$ cat src/sv/hkrb_pkg.sv
// ----------------------------------------------------------------------------
// hkrb_pkg
// Shared types and constants of the keyboard report builder: status codes,
// controller states and the command/flag groups between control and datapath.
// ----------------------------------------------------------------------------
package hkrb_pkg;

    localparam int unsigned NUM_CODES    = 256;
    localparam int unsigned REPORT_SLOTS = 30;
    localparam logic [7:0]  MOD_FIRST    = 8'hE0;
    localparam logic [7:0]  MOD_LAST     = 8'hE7;
    localparam logic [7:0]  COUNT_MAX    = 8'hFF;

    typedef enum logic [2:0] {
        ST_CHANGED    = 3'd0,
        ST_COUNT_ONLY = 3'd1,
        ST_SATURATED  = 3'd2,
        ST_UNPRESSED  = 3'd3,
        ST_MOD_SAME   = 3'd4,
        ST_FULL       = 3'd5,
        ST_NOT_FOUND  = 3'd6
    } status_t;

    typedef enum logic [1:0] {
        S_IDLE,
        S_READ,
        S_SEARCH,
        S_DONE
    } ctrl_state_t;

    typedef struct packed {
        logic    load_in;
        logic    cnt_inc;
        logic    cnt_dec;
        logic    mod_write;
        logic    append;
        logic    search_start;
        logic    search_step;
        logic    remove;
        logic    set_status;
        status_t status;
        logic    load_out;
    } dp_cmd_t;

    typedef struct packed {
        logic press;
        logic cnt_zero;
        logic cnt_one;
        logic cnt_max;
        logic is_mod;
        logic mod_same;
        logic list_full;
        logic search_end;
        logic match;
        logic out_free;
    } dp_flags_t;

endpackage

$ cat src/sv/hkrb_ram.sv
// ----------------------------------------------------------------------------
// hkrb_ram
// Generic single-write, single-read RAM with registered read data.
// ----------------------------------------------------------------------------
module hkrb_ram #(
    parameter int WIDTH = 8,
    parameter int DEPTH = 256
) (
    input  logic                     clk,
    input  logic                     we,
    input  logic [$clog2(DEPTH)-1:0] waddr,
    input  logic [WIDTH-1:0]         wdata,
    input  logic                     re,
    input  logic [$clog2(DEPTH)-1:0] raddr,
    output logic [WIDTH-1:0]         rdata
);

    logic [WIDTH-1:0] mem [DEPTH];
    logic [WIDTH-1:0] rdata_reg;

    // write port
    always_ff @(posedge clk)
    begin
        if (we)
        begin
            mem[waddr] <= wdata;
        end
    end

    // registered read port
    always_ff @(posedge clk)
    begin
        if (re)
        begin
            rdata_reg <= mem[raddr];
        end
    end

    assign rdata = rdata_reg;

endmodule

$ cat src/sv/hkrb_datapath.sv
// ----------------------------------------------------------------------------
// hkrb_datapath
// Press counters, modifier byte, ordered key list with search pointer and
// shift-down removal, batch tracking and the result output register.
// ----------------------------------------------------------------------------
module hkrb_datapath #(
    parameter int KEY_SLOTS = 30
) (
    input  logic              clk,
    input  logic              rst_n,
    input  logic [7:0]        key_code,
    input  logic              req_type,
    input  logic              batch_last,
    input  logic              out_ready,
    input  hkrb_pkg::dp_cmd_t cmd,
    output hkrb_pkg::dp_flags_t flags,
    output logic              out_valid,
    output logic [2:0]        status,
    output logic              report_changed,
    output logic [7:0]        modifiers,
    output logic [63:0]       keys_low,
    output logic [63:0]       keys_mid,
    output logic [63:0]       keys_high,
    output logic [47:0]       keys_top,
    output logic [4:0]        held_keys
);
    import hkrb_pkg::*;

    localparam int CNT_W = $clog2(KEY_SLOTS + 1);
    localparam int IDX_W = (KEY_SLOTS > 1) ? $clog2(KEY_SLOTS) : 1;
    localparam int ADR_W = $clog2(NUM_CODES);

    // captured event
    logic [7:0]           code_reg;
    logic                 press_reg;
    logic                 last_reg;

    // press counter storage
    logic [NUM_CODES-1:0] valid_bits_reg;
    logic [NUM_CODES-1:0] valid_bits_next;
    logic                 valid_rd_reg;
    logic [7:0]           ram_rdata;
    logic [7:0]           cnt;
    logic [7:0]           cnt_new;
    logic                 cnt_we;

    // report state
    logic [7:0]           modifier_reg;
    logic [7:0]           modifier_next;
    logic [7:0]           slot_reg  [KEY_SLOTS];
    logic [7:0]           slot_next [KEY_SLOTS];
    logic [CNT_W-1:0]     slot_count_reg;
    logic [CNT_W-1:0]     slot_count_next;
    logic [CNT_W-1:0]     idx_reg;
    logic [CNT_W-1:0]     idx_next;
    logic [7:0]           slot_rd;
    logic [8*REPORT_SLOTS-1:0] slots_flat;

    // result
    status_t              status_reg;
    logic                 batch_dirty_reg;
    logic                 dirty_any;
    logic                 out_valid_reg;
    logic [2:0]           status_out_reg;
    logic                 changed_out_reg;
    logic [7:0]           mod_out_reg;
    logic [8*REPORT_SLOTS-1:0] keys_out_reg;
    logic [4:0]           held_out_reg;

    // capture the accepted event
    always_ff @(posedge clk)
    begin
        if (cmd.load_in)
        begin
            code_reg  <= key_code;
            press_reg <= req_type;
            last_reg  <= batch_last;
        end
    end

    // count memory: a code never written reads as zero through its valid bit
    hkrb_ram #(
        .WIDTH (8),
        .DEPTH (NUM_CODES)
    ) u_count_ram (
        .clk   (clk),
        .we    (cnt_we),
        .waddr (code_reg[ADR_W-1:0]),
        .wdata (cnt_new),
        .re    (cmd.load_in),
        .raddr (key_code[ADR_W-1:0]),
        .rdata (ram_rdata)
    );

    assign cnt     = valid_rd_reg ? ram_rdata : 8'd0;
    assign cnt_we  = cmd.cnt_inc | cmd.cnt_dec;
    assign cnt_new = cmd.cnt_inc ? (cnt + 8'd1) : (cnt - 8'd1);

    always_comb
    begin
        valid_bits_next = valid_bits_reg;
        if (cnt_we)
        begin
            valid_bits_next[code_reg[ADR_W-1:0]] = 1'b1;
        end
    end

    always_ff @(posedge clk or negedge rst_n)
    begin
        if (!rst_n)
        begin
            valid_bits_reg <= '0;
            valid_rd_reg   <= 1'b0;
        end
        else
        begin
            valid_bits_reg <= valid_bits_next;
            if (cmd.load_in)
            begin
                valid_rd_reg <= valid_bits_reg[key_code[ADR_W-1:0]];
            end
        end
    end

    // modifier byte: write the pressed state into the addressed bit
    always_comb
    begin
        modifier_next = modifier_reg;
        if (cmd.mod_write)
        begin
            modifier_next[code_reg[2:0]] = press_reg;
        end
    end

    // key list: append at the fill point, shift down from the found slot
    for (genvar j = 0; j < KEY_SLOTS; j++)
    begin : g_slot
        always_comb
        begin
            slot_next[j] = slot_reg[j];
            if (cmd.append && (CNT_W'(j) == slot_count_reg))
            begin
                slot_next[j] = code_reg;
            end
            if (cmd.remove && (CNT_W'(j) >= idx_reg))
            begin
                if (j + 1 < KEY_SLOTS)
                begin
                    slot_next[j] = slot_reg[(j + 1) % KEY_SLOTS];
                end
                else
                begin
                    slot_next[j] = 8'd0;
                end
            end
        end
    end

    always_comb
    begin
        slot_count_next = slot_count_reg;
        if (cmd.append)
        begin
            slot_count_next = slot_count_reg + CNT_W'(1);
        end
        else if (cmd.remove)
        begin
            slot_count_next = slot_count_reg - CNT_W'(1);
        end
    end

    // search pointer walks one slot per cycle while search_step is set
    always_comb
    begin
        idx_next = idx_reg;
        if (cmd.search_start)
        begin
            idx_next = '0;
        end
        else if (cmd.search_step)
        begin
            idx_next = idx_reg + CNT_W'(1);
        end
    end

    assign slot_rd = slot_reg[idx_reg[IDX_W-1:0]];

    always_ff @(posedge clk or negedge rst_n)
    begin
        if (!rst_n)
        begin
            modifier_reg   <= '0;
            slot_count_reg <= '0;
            idx_reg        <= '0;
            for (int k = 0; k < KEY_SLOTS; k++)
            begin
                slot_reg[k] <= '0;
            end
        end
        else
        begin
            modifier_reg   <= modifier_next;
            slot_count_reg <= slot_count_next;
            idx_reg        <= idx_next;
            for (int k = 0; k < KEY_SLOTS; k++)
            begin
                slot_reg[k] <= slot_next[k];
            end
        end
    end

    // hold the status of the current event
    always_ff @(posedge clk)
    begin
        if (cmd.set_status)
        begin
            status_reg <= cmd.status;
        end
    end

    // flags for the controller
    always_comb
    begin
        flags.press      = press_reg;
        flags.cnt_zero   = (cnt == 8'd0);
        flags.cnt_one    = (cnt == 8'd1);
        flags.cnt_max    = (cnt == COUNT_MAX);
        flags.is_mod     = (code_reg >= MOD_FIRST) && (code_reg <= MOD_LAST);
        flags.mod_same   = (modifier_reg[code_reg[2:0]] == press_reg);
        flags.list_full  = (slot_count_reg >= CNT_W'(KEY_SLOTS));
        flags.search_end = (idx_reg >= slot_count_reg);
        flags.match      = !flags.search_end && (slot_rd == code_reg);
        flags.out_free   = !out_valid_reg || out_ready;
    end

    // flatten the list for the report, unused slots read as zero
    for (genvar k = 0; k < REPORT_SLOTS; k++)
    begin : g_flat
        if (k < KEY_SLOTS)
        begin : g_used
            assign slots_flat[8*k +: 8] = slot_reg[k];
        end
        else
        begin : g_unused
            assign slots_flat[8*k +: 8] = 8'd0;
        end
    end

    assign dirty_any = batch_dirty_reg || (status_reg == ST_CHANGED);

    // batch tracking and output valid
    always_ff @(posedge clk or negedge rst_n)
    begin
        if (!rst_n)
        begin
            batch_dirty_reg <= 1'b0;
            out_valid_reg   <= 1'b0;
        end
        else
        begin
            if (cmd.load_out)
            begin
                batch_dirty_reg <= last_reg ? 1'b0 : dirty_any;
                out_valid_reg   <= 1'b1;
            end
            else if (out_ready)
            begin
                out_valid_reg   <= 1'b0;
            end
        end
    end

    // result register
    always_ff @(posedge clk)
    begin
        if (cmd.load_out)
        begin
            status_out_reg  <= status_reg;
            changed_out_reg <= last_reg && dirty_any;
            mod_out_reg     <= modifier_reg;
            keys_out_reg    <= slots_flat;
            held_out_reg    <= 5'(slot_count_reg);
        end
    end

    assign out_valid      = out_valid_reg;
    assign status         = status_out_reg;
    assign report_changed = changed_out_reg;
    assign modifiers      = mod_out_reg;
    assign keys_low       = keys_out_reg[63:0];
    assign keys_mid       = keys_out_reg[127:64];
    assign keys_high      = keys_out_reg[191:128];
    assign keys_top       = keys_out_reg[239:192];
    assign held_keys      = held_out_reg;

endmodule

$ cat src/sv/hkrb_ctrl.sv
// ----------------------------------------------------------------------------
// hkrb_ctrl
// Controller: accepts one event, decides the count and report action from
// the datapath flags, walks the list search and hands over the result.
// ----------------------------------------------------------------------------
module hkrb_ctrl (
    input  logic                clk,
    input  logic                rst_n,
    input  logic                in_valid,
    output logic                in_ready,
    input  hkrb_pkg::dp_flags_t flags,
    output hkrb_pkg::dp_cmd_t   cmd
);
    import hkrb_pkg::*;

    ctrl_state_t state_reg;
    ctrl_state_t state_next;

    // state register
    always_ff @(posedge clk or negedge rst_n)
    begin
        if (!rst_n)
        begin
            state_reg <= S_IDLE;
        end
        else
        begin
            state_reg <= state_next;
        end
    end

    // next state and commands
    always_comb
    begin
        state_next = state_reg;
        cmd        = '0;
        cmd.status = ST_CHANGED;
        in_ready   = 1'b0;
        unique case (state_reg)
            S_IDLE:
            begin
                in_ready    = 1'b1;
                cmd.load_in = in_valid;
                if (in_valid)
                begin
                    state_next = S_READ;
                end
            end
            S_READ:
            begin
                cmd.set_status = 1'b1;
                state_next     = S_DONE;
                if (flags.press)
                begin
                    if (flags.cnt_max)
                    begin
                        cmd.status = ST_SATURATED;
                    end
                    else
                    begin
                        cmd.cnt_inc = 1'b1;
                        if (!flags.cnt_zero)
                        begin
                            cmd.status = ST_COUNT_ONLY;
                        end
                        else if (flags.is_mod)
                        begin
                            cmd.mod_write = 1'b1;
                            cmd.status    = flags.mod_same ? ST_MOD_SAME : ST_CHANGED;
                        end
                        else if (flags.list_full)
                        begin
                            cmd.status = ST_FULL;
                        end
                        else
                        begin
                            cmd.append = 1'b1;
                            cmd.status = ST_CHANGED;
                        end
                    end
                end
                else
                begin
                    if (flags.cnt_zero)
                    begin
                        cmd.status = ST_UNPRESSED;
                    end
                    else
                    begin
                        cmd.cnt_dec = 1'b1;
                        if (!flags.cnt_one)
                        begin
                            cmd.status = ST_COUNT_ONLY;
                        end
                        else if (flags.is_mod)
                        begin
                            cmd.mod_write = 1'b1;
                            cmd.status    = flags.mod_same ? ST_MOD_SAME : ST_CHANGED;
                        end
                        else
                        begin
                            // last release of a list key: go find it
                            cmd.set_status   = 1'b0;
                            cmd.search_start = 1'b1;
                            state_next       = S_SEARCH;
                        end
                    end
                end
            end
            S_SEARCH:
            begin
                if (flags.search_end)
                begin
                    cmd.set_status = 1'b1;
                    cmd.status     = ST_NOT_FOUND;
                    state_next     = S_DONE;
                end
                else if (flags.match)
                begin
                    cmd.remove     = 1'b1;
                    cmd.set_status = 1'b1;
                    cmd.status     = ST_CHANGED;
                    state_next     = S_DONE;
                end
                else
                begin
                    cmd.search_step = 1'b1;
                end
            end
            S_DONE:
            begin
                // hold until the output register is free
                cmd.load_out = flags.out_free;
                if (flags.out_free)
                begin
                    state_next = S_IDLE;
                end
            end
            default:
            begin
                state_next = S_IDLE;
            end
        endcase
    end

endmodule

$ cat src/sv/hid_keyboard_report_builder_top.sv
// Flow: an event is accepted in S_IDLE, decided in S_READ and handed
//   from S_DONE to the output register; a last release of a list key first
//   walks S_SEARCH, a serial search over the key list, one slot a cycle.
// Events are taken one at a time: a waiting result holds S_DONE, and
//   the next transaction is not accepted until it is handed over.
// Reset: counters read as zero at once through per-code valid bits, no
//   clearing pass; list, modifiers and batch state clear immediately.
// ----------------------------------------------------------------------------
// hid_keyboard_report_builder_top
// Keyboard report builder: per-code press counts, modifier byte and an
// ordered rollover key list, one status and report per key event.
// ----------------------------------------------------------------------------
module hid_keyboard_report_builder_top #(
    parameter int KEY_SLOTS = 30
) (
    input  logic        clk,
    input  logic        rst_n,
    input  logic        in_valid,
    output logic        in_ready,
    input  logic [7:0]  key_code,
    input  logic        req_type,
    input  logic        batch_last,
    output logic        out_valid,
    input  logic        out_ready,
    output logic [2:0]  status,
    output logic        report_changed,
    output logic [7:0]  modifiers,
    output logic [63:0] keys_low,
    output logic [63:0] keys_mid,
    output logic [63:0] keys_high,
    output logic [47:0] keys_top,
    output logic [4:0]  held_keys
);
    import hkrb_pkg::*;

    dp_cmd_t   cmd;
    dp_flags_t flags;

    // controller
    hkrb_ctrl u_ctrl (
        .clk      (clk),
        .rst_n    (rst_n),
        .in_valid (in_valid),
        .in_ready (in_ready),
        .flags    (flags),
        .cmd      (cmd)
    );

    // datapath
    hkrb_datapath #(
        .KEY_SLOTS (KEY_SLOTS)
    ) u_datapath (
        .clk            (clk),
        .rst_n          (rst_n),
        .key_code       (key_code),
        .req_type       (req_type),
        .batch_last     (batch_last),
        .out_ready      (out_ready),
        .cmd            (cmd),
        .flags          (flags),
        .out_valid      (out_valid),
        .status         (status),
        .report_changed (report_changed),
        .modifiers      (modifiers),
        .keys_low       (keys_low),
        .keys_mid       (keys_mid),
        .keys_high      (keys_high),
        .keys_top       (keys_top),
        .held_keys      (held_keys)
    );

    // one event at a time: no new transaction right after one is taken
    a_one_in_flight: assert property (@(posedge clk) disable iff (!rst_n)
        (in_valid && in_ready) |=> !in_ready)
        else $error("transaction accepted while previous event in progress");

    // append only below capacity
    a_append_room: assert property (@(posedge clk) disable iff (!rst_n)
        cmd.append |-> !flags.list_full)
        else $error("append into a full key list");

    // removal only at a slot inside the occupied part of the list
    a_remove_in_range: assert property (@(posedge clk) disable iff (!rst_n)
        cmd.remove |-> (!flags.search_end && flags.match))
        else $error("removal outside the occupied list");

    // reported key count never exceeds the list size
    a_held_bound: assert property (@(posedge clk) disable iff (!rst_n)
        out_valid |-> (held_keys <= 5'(KEY_SLOTS)))
        else $error("held key count beyond list size");

endmodule
$ cat config.mk
export PLATFORM = sky130hd
export DESIGN_NAME = hid_keyboard_report_builder_top
export DESIGN_NICKNAME = d
export VERILOG_FILES = /design/src/sv/hkrb_pkg.sv /design/src/sv/hkrb_ram.sv /design/src/sv/hkrb_datapath.sv /design/src/sv/hkrb_ctrl.sv /design/src/sv/hid_keyboard_report_builder_top.sv
export SDC_FILE = /design/constraint.sdc
export NUM_CORES = 2
export LEC_CHECK = 0
export BUFFER_PORTS_ARGS = -buffer_cell sky130_fd_sc_hd__buf_4
export CORE_MARGIN = 3
export CORE_UTILIZATION = 44
export CTS_BUF_LIST = sky130_fd_sc_hd__clkbuf_8
export CTS_CLUSTER_SIZE = 12
export DETAILED_ROUTE_END_ITERATION = 8
export PLACE_DENSITY = 0.65
export SLEW_MARGIN = 15
export SYNTH_ARGS = -nofsm -noshare
export SYNTH_HDL_FRONTEND = slang
export SYNTH_HIERARCHICAL = 1
export SYNTH_SLANG_ARGS = --single-unit
$ cat constraint.sdc
create_clock -name clk -period 42.8 [get_ports clk]
set_input_delay 8.56 -clock clk [delete_from_list [all_inputs] [get_ports clk]]
set_output_delay 8.56 -clock clk [all_outputs]
set_load 0.02 [all_outputs]
# Word level (Yosys, flattened, before mapping)
# Memory sizes are Yosys's and may differ from the RTL's. A register that Yosys moved wholly into a read port is not among the register bits.
# Index checks and enable logic that the tools add are counted.
# word_totals
inputBits	14
ram_bits	2048
regBits	789
output_inout_bits	259
latch_bits	0
mem_bits_ro	0
n_memories	1
wordCells	372
# memory_table
name	words	word_bits	read_ports	rd_ports_with_merged_regs	write_ports	line	rtl
u_datapath.u_count_ram.mem	256	8	1	1	1	hkrb_ram.sv:18	logic [WIDTH-1:0] mem [DEPTH];
# classes
n_addsub	5
shifts	0
magnitude_cmp	40
bitwise	3
div	0
n_eq_ne	39
reduce_logical	107
mux	130
mul	0
# ops
operator	count
two-way mux 8 bit	64
OR 256 bit	1
equality test 5 bit (first input constant)	14
>= comparator 5 bit (first input constant)	14
nonzero test 2 bit	33
logical AND 1 bit	65
binary-select mux 8 bit (select 5 bit)	1
equality test 4 x 5 -> 1 bit (first input constant)	8
>= comparator 4 x 5 -> 1 bit (first input constant)	8
two-way mux 1 bit	30
two-way mux 5 bit	6
two-way mux 3 bit	9
two-way mux 2 bit	12
equality test 3 x 5 -> 1 bit (first input constant)	4
>= comparator 3 x 5 -> 1 bit (first input constant)	4
< comparator 8 x 9 -> 1 bit (second input constant)	2
adder 5 x 1 -> 5 bit (second input constant)	2
equality test 2 x 5 -> 1 bit (first input constant)	2
>= comparator 1 x 5 -> 1 bit (first input constant)	2
>= comparator 2 x 5 -> 1 bit (first input constant)	2
adder 8 x 1 -> 8 bit (second input constant)	1
binary-select mux 1 bit (select 8 bit)	1
bitwise mux 8 bit	1
demux 1 bit (select 8 bit)	1
other kinds (34)	37

# Depth between registers and ports, before layout
# depth
ltp_word	11
ltp_mapped	23
depth_no_buf	16

# Modules after synthesis
# The synthesis kept the hierarchy.
# by_module_without_submodules
mod	cells_per_inst	area_per_inst_um2	seq_area_each_um2	n_inst
hkrb_ram	3733	79636.4	61739.2	1
hkrb_datapath	2671	34261.6	21045.2	1
hkrb_ctrl	47	396.6	50.0	1

# Worst setup path before layout
# Ideal clock, no wire load.
# synth_timing
path_type	register -> register
startpoint	register u_datapath.valid_rd_reg
endpoint	memory u_datapath.u_count_ram.mem[0][3] (data pin)
arrival_time_ps	15507
slack_ps	25018
n_path_buf	1
setup_ps	2275
synth_period_minus_slack_ps	17782
t_required_ps	40525
path_stages_with_launch	11
path_cell_list	dfrtp_1 > nand2_1 > inv_1 > ha_1 > nand3_1 > nor3_1 > and3b_1 > buf_1 > nand4_1 > a32oi_1 > a21boi_0
# synth_rtl
element	line	rtl
start, declared	hkrb_datapath.sv:41	logic valid_rd_reg;
start signal, assigned	hkrb_datapath.sv:120	valid_rd_reg <= valid_bits_reg[key_code[ADR_W-1:0]];
end, declared	hkrb_ram.sv:18	

# Final worst setup path
# layout_timing
startpoint	input port key_code[0]
endpoint	register u_datapath.valid_rd_reg
# layout_via
elab_chain_cells	2
# layout_lines
element	line	rtl
start, declared	hid_keyboard_report_builder_top.sv:20	input logic [7:0] key_code,
binary-select mux 1 bit (select 8 bit)	hkrb_datapath.sv:120	
two-way mux 1 bit (implied by the code)	hkrb_datapath.sv:120	
# Every way passes these cells. The select of a mux whose other input is x is not followed.
# A chain may end at the register's enable or synchronous reset.

==> metrics.md <==
| Metric | Value |
|---|---|
| Biggest cell delay along the critical path | 800 ps |
| Syn Area/Cell | 17.7 µm² |
| Syn Inst Count | 6451 |
| Final Net Count | 6949 |
| Drt first-iter violations | 7386 |
| Post-placement worst setup slack | 26870 ps |
| First-pass GRT wire length | 447000 µm |
| Routability cong. | 0.885 |
| Worst min path class | reg -> reg |
| Starting utilization of the core area | 0.444 |
| Die Y | 516 µm |
| Routed vias | 64200 |
| Rows | 186 |
| Clock Path Buffers | 4 |
| DRT Pass-1 Iters | 5 |
| Pwr dens | 58.8 nW/µm² |
| P_sw | 2330 µW |
| Most frequent cells in the layout | edfxtp_1, mux4_2, dfrtp_1 |
| Cell repeated most along the worst path | buf_4 |
| Hold EP | u_datapath/batch_dirty_reg |
| Met1 Use GR | 0.314 |
| ANT nets after route | 0 |
| Core ar. | 258000 µm² |
| Met3 usage | 0.0534 |
| Io pins | 273 |
| Total die area | 266000 µm² |
| Hold-critical path depth | 1 |
| Reg2reg end | u_datapath/u_count_ram/mem[65][5] |
| Synthesis warning total | 6 |
| Clk Latency, worst-skew pair | 1030 ps |
| Leak | 0.0455 µW |
| Register clock-pin slew on the reported worst setup and hold paths | 60 ps |
| Sw frac | 0.310 |
| Period minus WS final | 14770 ps |
| WP data arrival | 15590 ps |
| Synthesized area | 114000 µm² |
| CP max FO | 67 |
| Critical path startpoint category | input pin |
| CTS Buf Count | 455 |
| Post-synthesis register bit count | 2845 |
| Pin count of the biggest net entering global routing | 241 |
| Final instance area | 128000 µm² |
| Global route hottest layer | met2 |
| Fin crit share | 0.345 |
| Logic pwr share | 0.194 |
| Remaining routing DRC violations | 0 |
| Non-filler cells, final | 10700 |
| Total track usage | 0.227 |
| Synthesized Nets | 6488 |
| H-tree depth | 5 |
| Worst hold start | u_datapath/last_reg |
| Grt total ovfl | 0 |
| R2R depth | 11 |
| Hold Fails Final Rpt | 0 |
| Commonest non-fill, non-tap cell in the layout | edfxtp_1 |
| Number of vias per cell | 6.02 |
| Layout cell share with drive strength beyond 1 | 0.218 |
| Total negative slack | 0 ps |
| Final slew viol count | 0 |
| Slew @ Worst Pin | 1410 ps |
| Cell variety after synth | 82 |
| Final setup skew | 112 ps |
| Max reg flops | 2048 |
| Worst setup EP type | flip-flop |
| RSZ-0062 raised after global routing | false |
| Crit path buffers/inverters | 7 |
| Status | completed |
| VDD IR max | 0.0851 mV |
| FFs w/ async S/R, synth | 0.182 |
| Worst path cell trace | buf_8 -> buf_4 -> buf_4 -> buf_4 -> buf_4 -> buf_4 -> buf_4 -> mux4_2 -> and2_1 -> a211oi_1 -> a221oi_1 -> nor3_1 -> a2111oi_0 -> a221o_1 |
| R2R Setup Slk | 35950 ps |
| Placed Cells | 9838 |
| DP Area | 120000 µm² |
| Ys flop type | edfxtp_1 |
| Post-DP HPWL | 190000 µm |
| MaxCap Viol Count | 0 |
| Root Driver | clkbuf_8 |
| PnR worst setup slack | 28030 ps |
| Die X | 516 µm |
| Final setup viols | 0 |
| Routed wire length | 307000 µm |
| Routed length per instance | 28.8 µm |
| CP Data Required Time | 43620 ps |
| Initial antenna violation count | 11 |
| Gates resized, CTS repair | 0 |
| R2r startpoint | u_datapath/valid_rd_reg |
| CTS tree | built |
| Cts hold-fix bufs | 0 |
| CTS sink count | 2845 |
| Clock power frac | 0.282 |
| Crit Path Class | in -> reg |
| Vias in the first global route | 64500 |
| PnR Total Power | 7520 µW |
| Slew headroom | 0.0631 |
| Crit-path slowest cell | buf_4 |
| Power share of the sequential group | 0.524 |
| Crit-path leading delay family | buffers and inverters |
| Post-CTS Setup Inserts | 0 |
| Fmax | 0.0677 GHz |
| Met2 Use GR | 0.353 |
| Port bufs | 272 |
| Sequential share of the synthesized area | 0.725 |
| Int Power | 5190 µW |
| Post-synth EDFFs | 2326 |
| Area grow syn2layout | 12.0% |
## power groups by stage
stage / Sequential [µW] / Combinational, µW / Clock, µW
CTS: 3930 / 1460 / 2170
detailed placement: 3990 / 1460 / 0
global placement: 3980 / 1410 / 0
global route: 3960 / 1560 / 2290
floorplan: 4210 / 726 / 0
finish: 3940 / 1460 / 2120
## per-layer routing
layer  up-vias  share of wire
met5         -        0.00011
met2      3318           0.47
met1     33500           0.40
li1      26700              -
met4         6          0.036
met3       664          0.096
## layout make-up
| class | count | area (µm²) |
|---|---|---|
| Fill cell | 21000 | 130000 |
| Sequential cell | 2845 | 82800 |
| Multi-Input combinational cell | 3175 | 29400 |
| Clock buffer | 480 | 6610 |
| Tap cell | 3384 | 4230 |
| Timing Repair Buffer | 412 | 3190 |
| Clock inverter | 334 | 1610 |
| Inverter | 23 | 86.3 |
| Antenna cell | 6 | 15.0 |
## kinds of logic (layout without fill, tap and decap cells)
kind of cell / count (synthesis) / count (layout) / synth area share
other: 0 / 6 / 0
muxes: 1025 / 1025 / 0.148
adders and majority gates: 23 / 23 / 0.00252
and+or+nand+nor: 1040 / 1040 / 0.0408
xor gates and xnor gates: 17 / 17 / 0.00130
buffers and inverters: 431 / 1249 / 0.0201
DFF: 2845 / 2845 / 0.725
AOI/OAI and AO/OA: 1070 / 1070 / 0.0631
## synthesized netlist by cell type (all sizes together) (15+ instances only)
| cell type | count | share of area |
|---|---|---|
| edfxtp | 2326 | 0.61 |
| mux4 | 524 | 0.10 |
| dfrtp | 519 | 0.11 |
| nor2 | 503 | 0.017 |
| mux2i | 473 | 0.041 |
| a21oi | 246 | 0.011 |
| clkbuf | 237 | 0.0078 |
| nand2 | 225 | 0.0074 |
| a21o | 193 | 0.013 |
| buf | 171 | 0.012 |
| o21ai | 157 | 0.0069 |
| a22oi | 154 | 0.010 |
| nand3 | 67 | 0.0029 |
| o21bai | 64 | 0.0042 |
| o221ai | 60 | 0.0047 |
| nor2b | 52 | 0.0028 |
| nor3 | 47 | 0.0023 |
| o22ai | 36 | 0.0020 |
| nor4 | 34 | 0.0021 |
| nand2b | 29 | 0.0016 |
| mux2 | 28 | 0.0028 |
| a221oi | 27 | 0.0021 |
| a211oi | 23 | 0.0015 |
| ha | 23 | 0.0025 |
| and2 | 19 | 0.0010 |
| inv | 19 | 0.00062 |
| nand4 | 19 | 0.0010 |
| o211ai | 16 | 0.0011 |
| a22o | 15 | 0.0011 |
## worst max path at each step
stage | from | slack [ps] | cells past startpoint | endpoint
CTS | key_code[0] | 27960 | 14 | u_datapath/valid_rd_reg
global route | key_code[0] | 27380 | 14 | u_datapath/valid_rd_reg
global placement | key_code[0] | 26830 | 14 | u_datapath/valid_rd_reg
detailed placement | key_code[0] | 26870 | 14 | u_datapath/valid_rd_reg
floorplan | u_datapath/valid_rd_reg | 25020 | 10 | u_datapath/u_count_ram/mem[0][3]
finish | key_code[0] | 28030 | 14 | u_datapath/valid_rd_reg
## through the flow
step / hold WS (ps) / utilization
6_report: 445 / 0.497
5_1_grt: 461 / 0.497
4_1_cts: 450 / 0.496
3_5_place_dp: 438 / 0.465
3_3_place_gp: 432 / 0.465
2_1_floorplan: 422 / -
## worst register-to-register path: cells and delay by family, from the launching register on
family | cells | cell delay [ps]
buf+inv | 3 | 2170
simple gates | 4 | 2080
compound gates | 3 | 1260
flops | 1 | 710
fa+ha+maj | 1 | 240
(Power assumes the default switching activity.)
